===== src/rtl/khrt_pkg.sv =====
// Package for the key hold and repeat tracker.
// Holds the sizing constants, register indexes and the structs shared by the lanes,
// the merge stage and the top level. It depends on nothing else.
package khrt_pkg;

    // Number of action lanes and the width of each lane's hold counter.
    localparam int NUM_ACTIONS = 10;
    localparam int COUNT_WIDTH = 16;

    // The input and output vectors carry a fixed ten actions.
    localparam int VEC_W = 10;
    // Only lanes that can see a press are built.
    localparam int LIVE_LANES = (NUM_ACTIONS < VEC_W) ? NUM_ACTIONS : VEC_W;

    // Configuration field widths.
    localparam int CFG_W       = 16;
    localparam int LOCK_W      = 8;
    localparam int CFG_IDX_W   = 2;
    localparam int PHASE_W     = 16;
    // Common width for comparing a hold count against a 16-bit setting.
    localparam int CMP_W = (COUNT_WIDTH > CFG_W) ? COUNT_WIDTH : CFG_W;

    // Configuration register indexes.
    localparam logic [CFG_IDX_W-1:0] REG_HOLD_THRESHOLD  = 2'd0;
    localparam logic [CFG_IDX_W-1:0] REG_REPEAT_WAIT     = 2'd1;
    localparam logic [CFG_IDX_W-1:0] REG_REPEAT_INTERVAL = 2'd2;
    localparam logic [CFG_IDX_W-1:0] REG_LOCKOUT_LENGTH  = 2'd3;

    // Settings that every lane uses, with zero already mapped to one.
    typedef struct packed {
        logic [CFG_W-1:0] threshold;
        logic [CFG_W-1:0] rpt_wait;
        logic [CFG_W-1:0] interval;
    } t_lane_cfg;

    // What one lane found for the current word.
    typedef struct packed {
        logic held;
        logic press_edge;
        logic release_edge;
        logic long_hold;
        logic repeat_pulse;
    } t_lane_flags;

    // One result word.
    typedef struct packed {
        logic [VEC_W-1:0] held_bits;
        logic [VEC_W-1:0] press_edge_bits;
        logic [VEC_W-1:0] release_edge_bits;
        logic [VEC_W-1:0] long_hold_bits;
        logic [VEC_W-1:0] repeat_bits;
        logic             locked_out;
    } t_result;

endpackage


===== src/rtl/khrt_channels.sv =====
// Channel interfaces of the key hold and repeat tracker: input words, result words
// and configuration writes. Each has a source and a sink modport.
// Depends on khrt_pkg for the field widths.
interface khrt_in_if;
    logic                             valid;
    logic                             ready;
    logic [khrt_pkg::VEC_W-1:0]       pressed_bits;
    logic                             lockout_request;

    modport source (output valid, output pressed_bits, output lockout_request, input ready);
    modport sink   (input valid, input pressed_bits, input lockout_request, output ready);
endinterface

interface khrt_out_if;
    logic                             valid;
    logic                             ready;
    logic [khrt_pkg::VEC_W-1:0]       held_bits;
    logic [khrt_pkg::VEC_W-1:0]       press_edge_bits;
    logic [khrt_pkg::VEC_W-1:0]       release_edge_bits;
    logic [khrt_pkg::VEC_W-1:0]       long_hold_bits;
    logic [khrt_pkg::VEC_W-1:0]       repeat_bits;
    logic                             locked_out;

    modport source (output valid, output held_bits, output press_edge_bits,
                    output release_edge_bits, output long_hold_bits, output repeat_bits,
                    output locked_out, input ready);
    modport sink   (input valid, input held_bits, input press_edge_bits,
                    input release_edge_bits, input long_hold_bits, input repeat_bits,
                    input locked_out, output ready);
endinterface

interface khrt_cfg_if;
    logic                             valid;
    logic                             ready;
    logic [khrt_pkg::CFG_IDX_W-1:0]   index;
    logic [khrt_pkg::CFG_W-1:0]       data;

    modport source (output valid, output index, output data, input ready);
    modport sink   (input valid, input index, input data, output ready);
endinterface


===== src/rtl/key_hold_repeat_tracker.sv =====
// Key hold and repeat tracker, top level.
// Takes one word per frame on the input channel: a pressed bit for each of ten
// actions and a lockout request. Returns one result word per input word on the
// output channel: held, press edge, release edge, long hold and typematic repeat
// vectors, plus a locked-out flag that forces the five vectors to zero.
// Each action has its own lane (hold counter, repeat phase); a merge stage applies
// the lockout counter and registers the result.
// The result of an accepted word is registered and shown on the output in the following cycle.
// Throughput is one word per cycle, set by the single output register: the input
// is ready whenever that register is empty or being taken in the same cycle.
// When the receiver stalls, the result word is held and input ready stays low
// until it is taken, so nothing is stored beyond the output register.
// The configuration channel is always ready; write it only while the block is idle.
// Reset (synchronous, active low) clears all lane counters and the lockout counter
// and loads threshold 30, wait 30, interval 5 and lockout length 10.
// Depends on khrt_pkg, khrt_channels, khrt_lane and khrt_merge.
module key_hold_repeat_tracker (
    input  logic       i_clk,
    input  logic       i_rst_n,
    khrt_in_if.sink    i_in_ch,
    khrt_out_if.source o_out_ch,
    khrt_cfg_if.sink   i_cfg_ch
);
    import khrt_pkg::*;

    logic [CFG_W-1:0]  r_threshold;
    logic [CFG_W-1:0]  r_rpt_wait;
    logic [CFG_W-1:0]  r_interval;
    logic [LOCK_W-1:0] r_lock_len;
    t_lane_cfg         lane_cfg;
    t_lane_flags       lane_flags [LIVE_LANES];
    t_result           result;
    logic              in_ready;
    logic              in_accept;

    // Configuration registers.
    assign i_cfg_ch.ready = 1'b1;

    always_ff @(posedge i_clk) begin
        if (!i_rst_n) begin
            r_threshold <= CFG_W'(30);
            r_rpt_wait  <= CFG_W'(30);
            r_interval  <= CFG_W'(5);
            r_lock_len  <= LOCK_W'(10);
        end else if (i_cfg_ch.valid) begin
            case (i_cfg_ch.index)
                REG_HOLD_THRESHOLD:  r_threshold <= i_cfg_ch.data;
                REG_REPEAT_WAIT:     r_rpt_wait  <= i_cfg_ch.data;
                REG_REPEAT_INTERVAL: r_interval  <= i_cfg_ch.data;
                REG_LOCKOUT_LENGTH:  r_lock_len  <= i_cfg_ch.data[LOCK_W-1:0];
                default: begin
                end
            endcase
        end
    end

    // Settings of zero behave as one.
    always_comb begin
        lane_cfg.threshold = (r_threshold == '0) ? CFG_W'(1) : r_threshold;
        lane_cfg.rpt_wait  = (r_rpt_wait == '0)  ? CFG_W'(1) : r_rpt_wait;
        lane_cfg.interval  = (r_interval == '0)  ? CFG_W'(1) : r_interval;
    end

    assign in_accept     = i_in_ch.valid && in_ready;
    assign i_in_ch.ready = in_ready;

    // One lane per action.
    for (genvar g = 0; g < LIVE_LANES; g++) begin : g_lane
        khrt_lane u_lane (
            .i_clk     (i_clk),
            .i_rst_n   (i_rst_n),
            .i_accept  (in_accept),
            .i_pressed (i_in_ch.pressed_bits[g]),
            .i_cfg     (lane_cfg),
            .o_flags   (lane_flags[g])
        );
    end

    // Lockout, masking and output register.
    khrt_merge u_merge (
        .i_clk             (i_clk),
        .i_rst_n           (i_rst_n),
        .i_accept          (in_accept),
        .i_lockout_request (i_in_ch.lockout_request),
        .i_lockout_length  (r_lock_len),
        .i_flags           (lane_flags),
        .i_out_ready       (o_out_ch.ready),
        .o_in_ready        (in_ready),
        .o_out_valid       (o_out_ch.valid),
        .o_result          (result)
    );

    assign o_out_ch.held_bits         = result.held_bits;
    assign o_out_ch.press_edge_bits   = result.press_edge_bits;
    assign o_out_ch.release_edge_bits = result.release_edge_bits;
    assign o_out_ch.long_hold_bits    = result.long_hold_bits;
    assign o_out_ch.repeat_bits       = result.repeat_bits;
    assign o_out_ch.locked_out        = result.locked_out;

endmodule


===== src/rtl/khrt_lane.sv =====
// One action lane: saturating hold counter and typematic repeat phase.
// Flags for the current word are combinational; state advances on an accepted word.
// Depends on khrt_pkg.
module khrt_lane (
    input  logic                    i_clk,
    input  logic                    i_rst_n,
    input  logic                    i_accept,
    input  logic                    i_pressed,
    input  khrt_pkg::t_lane_cfg     i_cfg,
    output khrt_pkg::t_lane_flags   o_flags
);
    import khrt_pkg::*;

    localparam logic [COUNT_WIDTH-1:0] COUNT_MAX = {COUNT_WIDTH{1'b1}};

    logic [COUNT_WIDTH-1:0] r_hold;
    logic [COUNT_WIDTH-1:0] n_hold;
    logic [PHASE_W-1:0]     r_phase;
    logic [PHASE_W-1:0]     n_phase;
    logic [PHASE_W:0]       phase_inc;
    logic [CMP_W-1:0]       old_x;
    logic [CMP_W-1:0]       now_x;
    logic [CMP_W-1:0]       wait_x;
    logic [CMP_W-1:0]       thr_x;
    logic                   in_repeat;
    logic                   first_frame;

    // Next hold count: count up while pressed, stop at the top, clear on release.
    always_comb begin
        if (!i_pressed) begin
            n_hold = '0;
        end else if (r_hold == COUNT_MAX) begin
            n_hold = r_hold;
        end else begin
            n_hold = r_hold + 1'b1;
        end
    end

    assign old_x  = CMP_W'(r_hold);
    assign now_x  = CMP_W'(n_hold);
    assign wait_x = CMP_W'(i_cfg.rpt_wait);
    assign thr_x  = CMP_W'(i_cfg.threshold);

    assign in_repeat   = (now_x >= wait_x);
    assign first_frame = (n_hold == COUNT_WIDTH'(1));
    assign phase_inc   = {1'b0, r_phase} + 1'b1;

    // Repeat phase restarts on reaching the wait count and wraps every interval frames.
    always_comb begin
        if (!in_repeat || (old_x < wait_x)) begin
            n_phase = '0;
        end else if (phase_inc >= {1'b0, i_cfg.interval}) begin
            n_phase = '0;
        end else begin
            n_phase = phase_inc[PHASE_W-1:0];
        end
    end

    // Flags for this word.
    always_comb begin
        o_flags.held         = (n_hold != '0);
        o_flags.press_edge   = (n_hold != '0) && (r_hold == '0);
        o_flags.release_edge = (n_hold == '0) && (r_hold != '0);
        o_flags.long_hold    = (now_x >= thr_x);
        o_flags.repeat_pulse = first_frame || (in_repeat && (n_phase == '0));
    end

    // Lane state.
    always_ff @(posedge i_clk) begin
        if (!i_rst_n) begin
            r_hold  <= '0;
            r_phase <= '0;
        end else if (i_accept) begin
            r_hold  <= n_hold;
            r_phase <= n_phase;
        end
    end

endmodule


===== src/rtl/khrt_merge.sv =====
// Merge stage: gathers the lane flags into result vectors, applies the lockout
// mask and holds the result word in an output register. Depends on khrt_pkg.
module khrt_merge (
    input  logic                        i_clk,
    input  logic                        i_rst_n,
    input  logic                        i_accept,
    input  logic                        i_lockout_request,
    input  logic [khrt_pkg::LOCK_W-1:0] i_lockout_length,
    input  khrt_pkg::t_lane_flags       i_flags [khrt_pkg::LIVE_LANES],
    input  logic                        i_out_ready,
    output logic                        o_in_ready,
    output logic                        o_out_valid,
    output khrt_pkg::t_result           o_result
);
    import khrt_pkg::*;

    logic [LOCK_W-1:0] r_lock_count;
    logic [LOCK_W-1:0] n_lock_count;
    logic [LOCK_W-1:0] lock_start;
    logic              locked;
    logic              r_valid;
    t_result           r_result;
    t_result           n_result;

    // The output register takes a new word whenever it is empty or being drained.
    assign o_in_ready = !r_valid || i_out_ready;

    // Lockout: a request reloads the counter, then any nonzero count masks this word.
    always_comb begin
        lock_start   = i_lockout_request ? i_lockout_length : r_lock_count;
        locked       = (lock_start != '0);
        n_lock_count = locked ? lock_start - 1'b1 : '0;
    end

    // Gather lane flags into vectors, masked while locked out.
    always_comb begin
        n_result = '0;
        for (int i = 0; i < LIVE_LANES; i++) begin
            n_result.held_bits[i]         = i_flags[i].held;
            n_result.press_edge_bits[i]   = i_flags[i].press_edge;
            n_result.release_edge_bits[i] = i_flags[i].release_edge;
            n_result.long_hold_bits[i]    = i_flags[i].long_hold;
            n_result.repeat_bits[i]       = i_flags[i].repeat_pulse;
        end
        if (locked) begin
            n_result = '0;
        end
        n_result.locked_out = locked;
    end

    // Control state.
    always_ff @(posedge i_clk) begin
        if (!i_rst_n) begin
            r_valid      <= 1'b0;
            r_lock_count <= '0;
        end else begin
            if (i_accept) begin
                r_valid      <= 1'b1;
                r_lock_count <= n_lock_count;
            end else if (i_out_ready) begin
                r_valid <= 1'b0;
            end
        end
    end

    // Result word register.
    always_ff @(posedge i_clk) begin
        if (i_accept) begin
            r_result <= n_result;
        end
    end

    assign o_out_valid = r_valid;
    assign o_result    = r_result;

    // A locked-out word carries no held, release edge or repeat bits.
    a_locked_clean: assert property (@(posedge i_clk) disable iff (!i_rst_n)
        (r_valid && r_result.locked_out) |->
        (r_result.held_bits == '0 && r_result.repeat_bits == '0
         && r_result.release_edge_bits == '0))
        else $error("locked-out word carries action bits");

    // A lockout request with a nonzero length locks the word it arrives with.
    a_request_locks: assert property (@(posedge i_clk) disable iff (!i_rst_n)
        (i_accept && i_lockout_request && i_lockout_length != '0) |=>
        (r_valid && r_result.locked_out))
        else $error("lockout request did not lock its word");

    // Press and release edges of one action never coincide.
    a_edges_exclusive: assert property (@(posedge i_clk) disable iff (!i_rst_n)
        r_valid |-> ((r_result.press_edge_bits & r_result.release_edge_bits) == '0))
        else $error("press and release edge together");

    // A press edge or a long hold implies the action is held.
    a_edge_held: assert property (@(posedge i_clk) disable iff (!i_rst_n)
        r_valid |-> (((r_result.press_edge_bits | r_result.long_hold_bits)
                      & ~r_result.held_bits) == '0))
        else $error("edge or long hold without held");

    // A word is taken only when the output register can make room.
    a_no_overwrite: assert property (@(posedge i_clk) disable iff (!i_rst_n)
        (r_valid && !i_out_ready) |-> !i_accept)
        else $error("pending result overwritten");

endmodule


===== src/flat_wrapper.sv =====
// flat-port wrapper written by rule: the top's interface ports become plain ports
module key_hold_repeat_tracker_flat import khrt_pkg::*;
  (i_clk, i_rst_n, i_in_ch_valid, i_in_ch_pressed_bits, i_in_ch_lockout_request, i_in_ch_ready, o_out_ch_valid, o_out_ch_held_bits, o_out_ch_press_edge_bits, o_out_ch_release_edge_bits, o_out_ch_long_hold_bits, o_out_ch_repeat_bits, o_out_ch_locked_out, o_out_ch_ready, i_cfg_ch_valid, i_cfg_ch_index, i_cfg_ch_data, i_cfg_ch_ready);
  khrt_in_if i_in_ch_i ();
  khrt_out_if o_out_ch_i ();
  khrt_cfg_if i_cfg_ch_i ();
  input  logic i_clk;
  input  logic i_rst_n;
  input wire logic [$bits(i_in_ch_i.valid)-1:0] i_in_ch_valid;
  input wire logic [$bits(i_in_ch_i.pressed_bits)-1:0] i_in_ch_pressed_bits;
  input wire logic [$bits(i_in_ch_i.lockout_request)-1:0] i_in_ch_lockout_request;
  output wire logic [$bits(i_in_ch_i.ready)-1:0] i_in_ch_ready;
  output wire logic [$bits(o_out_ch_i.valid)-1:0] o_out_ch_valid;
  output wire logic [$bits(o_out_ch_i.held_bits)-1:0] o_out_ch_held_bits;
  output wire logic [$bits(o_out_ch_i.press_edge_bits)-1:0] o_out_ch_press_edge_bits;
  output wire logic [$bits(o_out_ch_i.release_edge_bits)-1:0] o_out_ch_release_edge_bits;
  output wire logic [$bits(o_out_ch_i.long_hold_bits)-1:0] o_out_ch_long_hold_bits;
  output wire logic [$bits(o_out_ch_i.repeat_bits)-1:0] o_out_ch_repeat_bits;
  output wire logic [$bits(o_out_ch_i.locked_out)-1:0] o_out_ch_locked_out;
  input wire logic [$bits(o_out_ch_i.ready)-1:0] o_out_ch_ready;
  input wire logic [$bits(i_cfg_ch_i.valid)-1:0] i_cfg_ch_valid;
  input wire logic [$bits(i_cfg_ch_i.index)-1:0] i_cfg_ch_index;
  input wire logic [$bits(i_cfg_ch_i.data)-1:0] i_cfg_ch_data;
  output wire logic [$bits(i_cfg_ch_i.ready)-1:0] i_cfg_ch_ready;
  assign i_in_ch_i.valid = i_in_ch_valid;
  assign i_in_ch_i.pressed_bits = i_in_ch_pressed_bits;
  assign i_in_ch_i.lockout_request = i_in_ch_lockout_request;
  assign i_in_ch_ready = i_in_ch_i.ready;
  assign o_out_ch_valid = o_out_ch_i.valid;
  assign o_out_ch_held_bits = o_out_ch_i.held_bits;
  assign o_out_ch_press_edge_bits = o_out_ch_i.press_edge_bits;
  assign o_out_ch_release_edge_bits = o_out_ch_i.release_edge_bits;
  assign o_out_ch_long_hold_bits = o_out_ch_i.long_hold_bits;
  assign o_out_ch_repeat_bits = o_out_ch_i.repeat_bits;
  assign o_out_ch_locked_out = o_out_ch_i.locked_out;
  assign o_out_ch_i.ready = o_out_ch_ready;
  assign i_cfg_ch_i.valid = i_cfg_ch_valid;
  assign i_cfg_ch_i.index = i_cfg_ch_index;
  assign i_cfg_ch_i.data = i_cfg_ch_data;
  assign i_cfg_ch_ready = i_cfg_ch_i.ready;
  key_hold_repeat_tracker u_core (.i_clk(i_clk), .i_rst_n(i_rst_n), .i_in_ch(i_in_ch_i), .o_out_ch(o_out_ch_i), .i_cfg_ch(i_cfg_ch_i));
endmodule

===== config.mk =====
export PLATFORM = sky130hd
export DESIGN_NAME = key_hold_repeat_tracker_flat
export DESIGN_NICKNAME = d
export VERILOG_FILES = /design/src/rtl/khrt_pkg.sv /design/src/rtl/khrt_channels.sv /design/src/rtl/key_hold_repeat_tracker.sv /design/src/rtl/khrt_lane.sv /design/src/rtl/khrt_merge.sv /design/src/flat_wrapper.sv
export SDC_FILE = /design/constraint.sdc
export NUM_CORES = 2
export LEC_CHECK = 0
export ABC_AREA = 1
export BUFFER_PORTS_ARGS = -buffer_cell sky130_fd_sc_hd__buf_2
export CAP_MARGIN = 20
export CELL_PAD_IN_SITES_DETAIL_PLACEMENT = 0
export CELL_PAD_IN_SITES_GLOBAL_PLACEMENT = 1
export CORE_MARGIN = 5
export CORE_UTILIZATION = 32
export DETAILED_ROUTE_END_ITERATION = 7
export PLACE_DENSITY = 0.72
export SYNTH_ARGS = -nofsm -noshare
export SYNTH_HDL_FRONTEND = slang
export SYNTH_HIERARCHICAL = 1
export SYNTH_SLANG_ARGS = --single-unit

===== constraint.sdc =====
create_clock -name i_clk -period 3.5 [get_ports i_clk]
set_clock_uncertainty 0.1 [all_clocks]
set_input_delay 1.05 -clock i_clk [delete_from_list [all_inputs] [get_ports i_clk]]
set_output_delay 1.05 -clock i_clk [all_outputs]
set_load 0.01 [all_outputs]

Yosys cells after proc, flatten, opt, wreduce, memory -nomap -nowiden
Index checks and enable logic that the tools add are counted.
Word-level totals
  logic and storage cells: 286
  input bits: 34
  bits in registers: 436
  output and inout port bits: 54
Cells by class
  reductions and logical operators: 123
  equality and inequality tests: 23
  mux-type cells: 47
  add/subtract/negate cells: 21
  order comparisons: 40
Operator list (count)
  16-bit 2-to-1 mux: 43
  16-bit logical NOT: 33
  16-bit greater-or-equal comparator: 20
  16-bit nonzero test: 20
  16-bit by 1-bit adder with 17-bit output (second input constant): 10
  17-bit by 16-bit greater-or-equal comparator with 1-bit output: 10
  16-bit by 1-bit adder with 16-bit output (second input constant): 10
  16-bit by 1-bit == test with 1-bit output (second input constant): 10
  16-bit == test (second input constant): 10
  16-bit < comparator: 10
  1-bit logical AND: 31
  1-bit logical OR: 21
  8-bit 2-to-1 mux: 2
  1-bit logical NOT: 11
  2-bit AND reduction: 4
  8-bit nonzero test: 1
  8-bit by 1-bit subtractor with 8-bit output (second input constant): 1
  2-bit == test (second input constant): 2
  2-bit by 1-bit == test with 1-bit output (second input constant): 1
  2-bit logical NOT: 1
  1-bit 2-to-1 mux: 2
  2-bit nonzero test: 1

Logic depth before layout (Yosys ltp)
  depth in word-level cells: 10
  mapped depth: 30
  depth with buffers taken out: 29

Modules after synthesis
The synthesis kept the hierarchy.
Modules (own cells, without submodules)
  khrt_lane (u_core.g_lane[3].u_lane ...): times used 4, area each 3961.3 µm², sequential area each 640.6 µm², cells an instance 622
  khrt_lane (u_core.g_lane[1].u_lane ...): times used 3, area each 4057.6 µm², sequential area each 640.6 µm², cells an instance 633
  khrt_lane (u_core.g_lane[0].u_lane): times used 1, area each 4060.1 µm², sequential area each 640.6 µm², cells an instance 634
  khrt_lane (u_core.g_lane[9].u_lane): times used 1, area each 4052.6 µm², sequential area each 640.6 µm², cells an instance 629
  khrt_lane (u_core.g_lane[6].u_lane): times used 1, area each 4048.9 µm², sequential area each 640.6 µm², cells an instance 627
  khrt_merge: times used 1, area each 2668.8 µm², sequential area each 1711.6 µm², cells an instance 265
  key_hold_repeat_tracker: times used 1, area each 2381.0 µm², sequential area each 1121.1 µm², cells an instance 348

Worst setup path before layout
OpenSTA, ideal clock, no wires.
  path kind: input to register
  from: input o_out_ch_ready
  to: register u_core.u_merge.r_lock_count[5]
  path buffers: 0
  path slack: -271 ps
  stages on the path: 8
  arrival: 3599 ps
  required time: 3328 ps
  library setup time: 72 ps
  cell sequence: inv_1 nand2_1 nand2_1 inv_1 clkinv_1 a21oi_4 nand3_1 a21oi_1
Between the ends
  longest elaborated chain between the ends: 2
RTL lines
  from (decl): RTL line flat_wrapper.sv:20  | input wire logic [$bits(o_out_ch_i.ready)-1:0] o_out_ch_ready;
  1-bit logical OR: RTL line khrt_merge.sv:26  | assign o_in_ready = !r_valid || i_out_ready;
  named net i_in_ch_ready: RTL line flat_wrapper.sv:12  | output wire logic [$bits(i_in_ch_i.ready)-1:0] i_in_ch_ready;
  1-bit logical AND: RTL line key_hold_repeat_tracker.sv:64  | assign in_accept = i_in_ch.valid && in_ready;
  named net u_core.in_accept: RTL line key_hold_repeat_tracker.sv:34  | logic in_accept;
  to (signal assigned): RTL line khrt_merge.sv:59  | r_lock_count <= n_lock_count;
  to (decl): RTL line khrt_merge.sv:17  | logic [LOCK_W-1:0] r_lock_count;
The timed path passes the listed nets, and every way through them passes these cells.
A chain may end at the register's enable or synchronous reset.

==> impl_results.rst <==
.. list-table::
   :header-rows: 1

   * - Metric
     - Value
   * - Critical setup path kind
     - reg -> reg
   * - Netlist area before placement
     - 0.04523 mm2
   * - Starting utilization of the core area
     - 32.06%
   * - Yosys reg bits
     - 436
   * - Mapped Nets
     - 7585
   * - Number of H-tree levels
     - 2
   * - Total Routing Usage GR
     - 21.13%
   * - Cell internal power dissipation
     - 11.86 mW
   * - Die area
     - 0.1490 mm2
   * - Global-route wire length before repair
     - 250100 um
   * - Worst-case clock buffer depth
     - 3
   * - Pwr dens
     - 315.6 mW/mm2
   * - Post-synthesis cell count
     - 6890
   * - Cell at the root of the clock tree
     - sky130_fd_sc_hd__clkbuf_16
   * - Hold Violations, Final
     - 0
   * - Maximum number of pins on one net before global-route repair
     - 113
   * - P_leak
     - 30.90 nW
   * - Std-Cell Core Area
     - 0.1411 mm2
   * - Residual overflow from global routing
     - 0
   * - Proportion of synthesized chip area in sequential cells
     - 20.43%
   * - Post-synthesis cell type with the largest combined area
     - sky130_fd_sc_hd__ha_1
   * - Number of nets in the layout
     - 8605
   * - Async set or reset register ratio after synthesis
     - 0%
   * - Power dissipated by switching net loads
     - 6.967 mW
   * - Max-cap violations
     - 0
   * - Combinational share of power
     - 35.0%
   * - Share of the synthesized area in the top cell type
     - 18.29%
   * - Sequential Power Share
     - 30.4%
   * - Number of detailed-route iterations in the first pass
     - 5
   * - # IOs
     - 88
   * - Final period utilization
     - 98.56%
   * - Commonest register cell after synthesis
     - sky130_fd_sc_hd__dfxtp_1
   * - Residual DRC
     - 0
   * - Synth warn
     - 6
   * - Setup repair after global routing missed its margin
     - yes
   * - Post-route core utilization
     - 42.29%
   * - Total number of placement rows
     - 138
   * - Clock-pin slew on the worst setup and hold paths
     - 0.06 ns
   * - Post-route cell area
     - 0.05966 mm2
   * - Total count of max-transition violations in the final report
     - 0
   * - Most used cells in the layout excluding fill and tap cells
     - sky130_fd_sc_hd__inv_1 (1177), sky130_fd_sc_hd__nand2_1 (1152), sky130_fd_sc_hd__buf_4 (1020)
   * - Relative contribution of the clock network to total power
     - 34.6%
   * - Post-detailed-route via-to-cell ratio
     - 4.842
   * - Outcome
     - finished, final reports clean
   * - Via count of the first global-routing pass
     - 45170
   * - Clock tree from TritonCTS
     - built
   * - Final standard cell count with taps included and fillers excluded
     - 9853
   * - Max rail drop VDD
     - 0.0003572 V
   * - Number of setup violations in the final report
     - 0
   * - Tmin final
     - 3.450 ns
   * - Number of buffers added on ports
     - 86
   * - Worst rel slew slack
     - 32.66%
   * - Slew at the pin with the worst max-slew slack
     - 1.001 ns
   * - Routed length per placed instance
     - 16.66 um
   * - Type of the most critical hold path
     - reg -> reg
   * - Post-route ant nets
     - 0
   * - Total via count after detailed routing
     - 47710
   * - Tot Pwr
     - 18.83 mW
   * - Most common library cell in the layout ignoring fill and taps
     - sky130_fd_sc_hd__inv_1
   * - Number of clock sinks
     - 436
   * - Post-Syn Area per Cell
     - 6.565 um2
   * - Placed inst area
     - 0.05430 mm2
   * - Fraction of final layout cells sized beyond drive strength 1
     - 28.44%
   * - Startpoint kind of the worst setup timing path
     - flop
   * - Final sum of negative setup slack
     - 0 ns
   * - Total half-perimeter wirelength after legalization and detailed placement
     - 121000 um
   * - Number of buffers created by CTS
     - 59
   * - Sw Ratio
     - 37.00%
   * - Data arrival, critical path
     - 3.76 ns
   * - Data required time at the worst endpoint
     - 3.81 ns
   * - Post-synth EDFFs
     - 51
   * - Detailed-route wire length
     - 164200 um
   * - Number of DRC markers after the initial detailed-route iteration
     - 2998
   * - Fmax
     - 289.9 MHz
   * - DIE WIDTH
     - 386.0 um
   * - Count of different cell masters after synthesis
     - 53
   * - Initial antenna violation count
     - 11
   * - Worst-Skew Late Latency
     - 0.68 ns
   * - Routability congestion estimate
     - 0.8972
   * - Area contributors post-synth
     - sky130_fd_sc_hd__ha_1 (18%), sky130_fd_sc_hd__dfxtp_1 (17%), sky130_fd_sc_hd__nand2_1 (10%)
   * - Setup crit end kind
     - flop
   * - Area grow syn2layout
     - 31.90%
   * - Height of the die
     - 386.0 um
   * - Max FO, Critical Path
     - 8
   * - Post-placement cell count
     - 9591
flip-flops by register name, summed over array words and instances (netlist names):
register / flops
u_core/g_lane.u_lane/r_phase: 160
u_core/u_merge/o_result: 51
u_core/r_threshold: 16
u_core/u_merge/o_out_valid: 1
u_core/g_lane.u_lane/old_x: 160
u_core/r_rpt_wait: 16
u_core/r_interval: 16
u_core/r_lock_len: 8
u_core/u_merge/r_lock_count: 8
final timing paths:
kind                                                      start                                   endpoint  slack [ns]  depth (start not counted)
setup / recovery  u_core/g_lane[9].u_lane/old_x[4]$_SDFFE_PN0P_  u_core/u_merge/o_result[10]$_SDFFCE_PP0P_        0.05                         23
hold / removal                u_core/r_lock_len[1]$_SDFFE_PN1P_          u_core/r_lock_len[1]$_SDFFE_PN1P_        0.36                          2
setup reg to reg  u_core/g_lane[9].u_lane/old_x[4]$_SDFFE_PN0P_  u_core/u_merge/o_result[10]$_SDFFCE_PP0P_        0.05                         23
hold reg to reg               u_core/r_lock_len[1]$_SDFFE_PN1P_          u_core/r_lock_len[1]$_SDFFE_PN1P_        0.36                          2
synthesized netlist by cell type, types with 8 or more instances:
master / count
sky130_fd_sc_hd__nor3_4: 9
sky130_fd_sc_hd__edfxtp_1: 51
sky130_fd_sc_hd__nand2_4: 8
sky130_fd_sc_hd__nand2_1: 1237
sky130_fd_sc_hd__ha_1: 661
sky130_fd_sc_hd__buf_1: 10
sky130_fd_sc_hd__o221ai_1: 10
sky130_fd_sc_hd__nand3_2: 30
sky130_fd_sc_hd__nor2_4: 44
sky130_fd_sc_hd__clkbuf_2: 8
sky130_fd_sc_hd__o21ai_2: 10
sky130_fd_sc_hd__o31ai_1: 12
sky130_fd_sc_hd__nand3_1: 376
sky130_fd_sc_hd__xor2_1: 152
sky130_fd_sc_hd__or2_1: 8
sky130_fd_sc_hd__or2_2: 21
sky130_fd_sc_hd__o21ai_1: 53
sky130_fd_sc_hd__nor3_1: 118
sky130_fd_sc_hd__inv_2: 109
sky130_fd_sc_hd__clkbuf_1: 143
sky130_fd_sc_hd__dfxtp_1: 385
sky130_fd_sc_hd__nor3_2: 40
sky130_fd_sc_hd__a21oi_1: 625
sky130_fd_sc_hd__nand4_1: 84
sky130_fd_sc_hd__nor2_1: 529
sky130_fd_sc_hd__inv_1: 1222
sky130_fd_sc_hd__o21a_1: 20
sky130_fd_sc_hd__nor2_2: 101
sky130_fd_sc_hd__o21ai_0: 485
sky130_fd_sc_hd__xnor2_1: 41
sky130_fd_sc_hd__buf_6: 20
sky130_fd_sc_hd__o211ai_1: 14
sky130_fd_sc_hd__nand2_2: 130
sky130_fd_sc_hd__buf_2: 9
sky130_fd_sc_hd__nor3b_2: 8
sky130_fd_sc_hd__nand4_2: 14
sky130_fd_sc_hd__nor4_1: 34
per-layer routing:
layer	GRT usage, %	part of all wire (%)	vias to the layer above	routed length, um
met1	29.44	47	22090	77520
met5	0	0.0043	-	7
met4	5.934	3.1	2	5121
met3	2.176	5.1	231	8388
li1	-	-	24320	-
met2	34.59	45	1063	73150
stage by stage:
stage | setup slack, ns | hold WS (ns)
finish | 0.05043 | 0.3619
global route | -0.1647 | 0.3853
CTS | 0.001034 | 0.3658
detailed placement | -0.3564 | 0.3520
global placement | -0.3688 | 0.3472
floorplan | 0.2670 | 0.3289
layout make-up:
class	instances	area [um2]
Clock buffer	72	1607
Tap cell	1890	2365
Clock inverter	40	422.9
Multi-Input combinational cell	4919	31910
Inverter	1346	5107
Fill cell	14660	81410
Sequential cell	436	9455
Timing Repair Buffer	1148	8790
Antenna cell	2	5.005
worst max-delay path, stage by stage, from the launching register on:
cell	delay, ns
sky130_fd_sc_hd__dfxtp_4	0.38
sky130_fd_sc_hd__nand2_4	0.08
sky130_fd_sc_hd__inv_4	0.07
sky130_fd_sc_hd__nand4_4	0.12
sky130_fd_sc_hd__nor3_4	0.23
sky130_fd_sc_hd__nand2_2	0.10
sky130_fd_sc_hd__nor2_4	0.13
sky130_fd_sc_hd__nor2_2	0.06
sky130_fd_sc_hd__o21ai_2	0.18
sky130_fd_sc_hd__inv_2	0.08
sky130_fd_sc_hd__ha_4	0.27
sky130_fd_sc_hd__nand4_1	0.08
sky130_fd_sc_hd__nor3_2	0.20
sky130_fd_sc_hd__nand3_1	0.11
sky130_fd_sc_hd__nand3_2	0.12
sky130_fd_sc_hd__nand2_4	0.10
sky130_fd_sc_hd__nor2_4	0.26
sky130_fd_sc_hd__o21ai_1	0.11
sky130_fd_sc_hd__nand3_1	0.11
sky130_fd_sc_hd__nor2_2	0.06
sky130_fd_sc_hd__nand2_2	0.09
sky130_fd_sc_hd__nand2_1	0.06
sky130_fd_sc_hd__inv_1	0.06
sky130_fd_sc_hd__nor2_2	0.03
power groups by stage:
stage / Clock [mW] / Sequential (mW) / Combinational (mW)
after floorplan: 0 / 5.80 / 3.61
after global placement: 0 / 5.79 / 5.84
after detailed placement: 0 / 5.80 / 5.94
after CTS: 6.72 / 5.70 / 6.05
after global routing: 6.90 / 5.77 / 7.37
final: 6.51 / 5.73 / 6.59
what timing repair did:
action / 4_1_cts / 5_1_grt
hold buffers: 0 / 0
resized for setup: 61 / 602
setup endpoints to repair: 18 / 76
pin swaps: 18 / 262
cloned: 3 / 4
buffers inserted: 11 / 130
logic make-up after synthesis:
family / synth area share, %
and+or+nand+nor: 30.04
buffers and inverters: 13.24
AOI/OAI and AO/OA: 14.26
adders and majority gates: 18.29
DFF: 20.43
xor gates and xnor gates: 3.737
other: 0.008291
(Power assumes the default switching activity.)
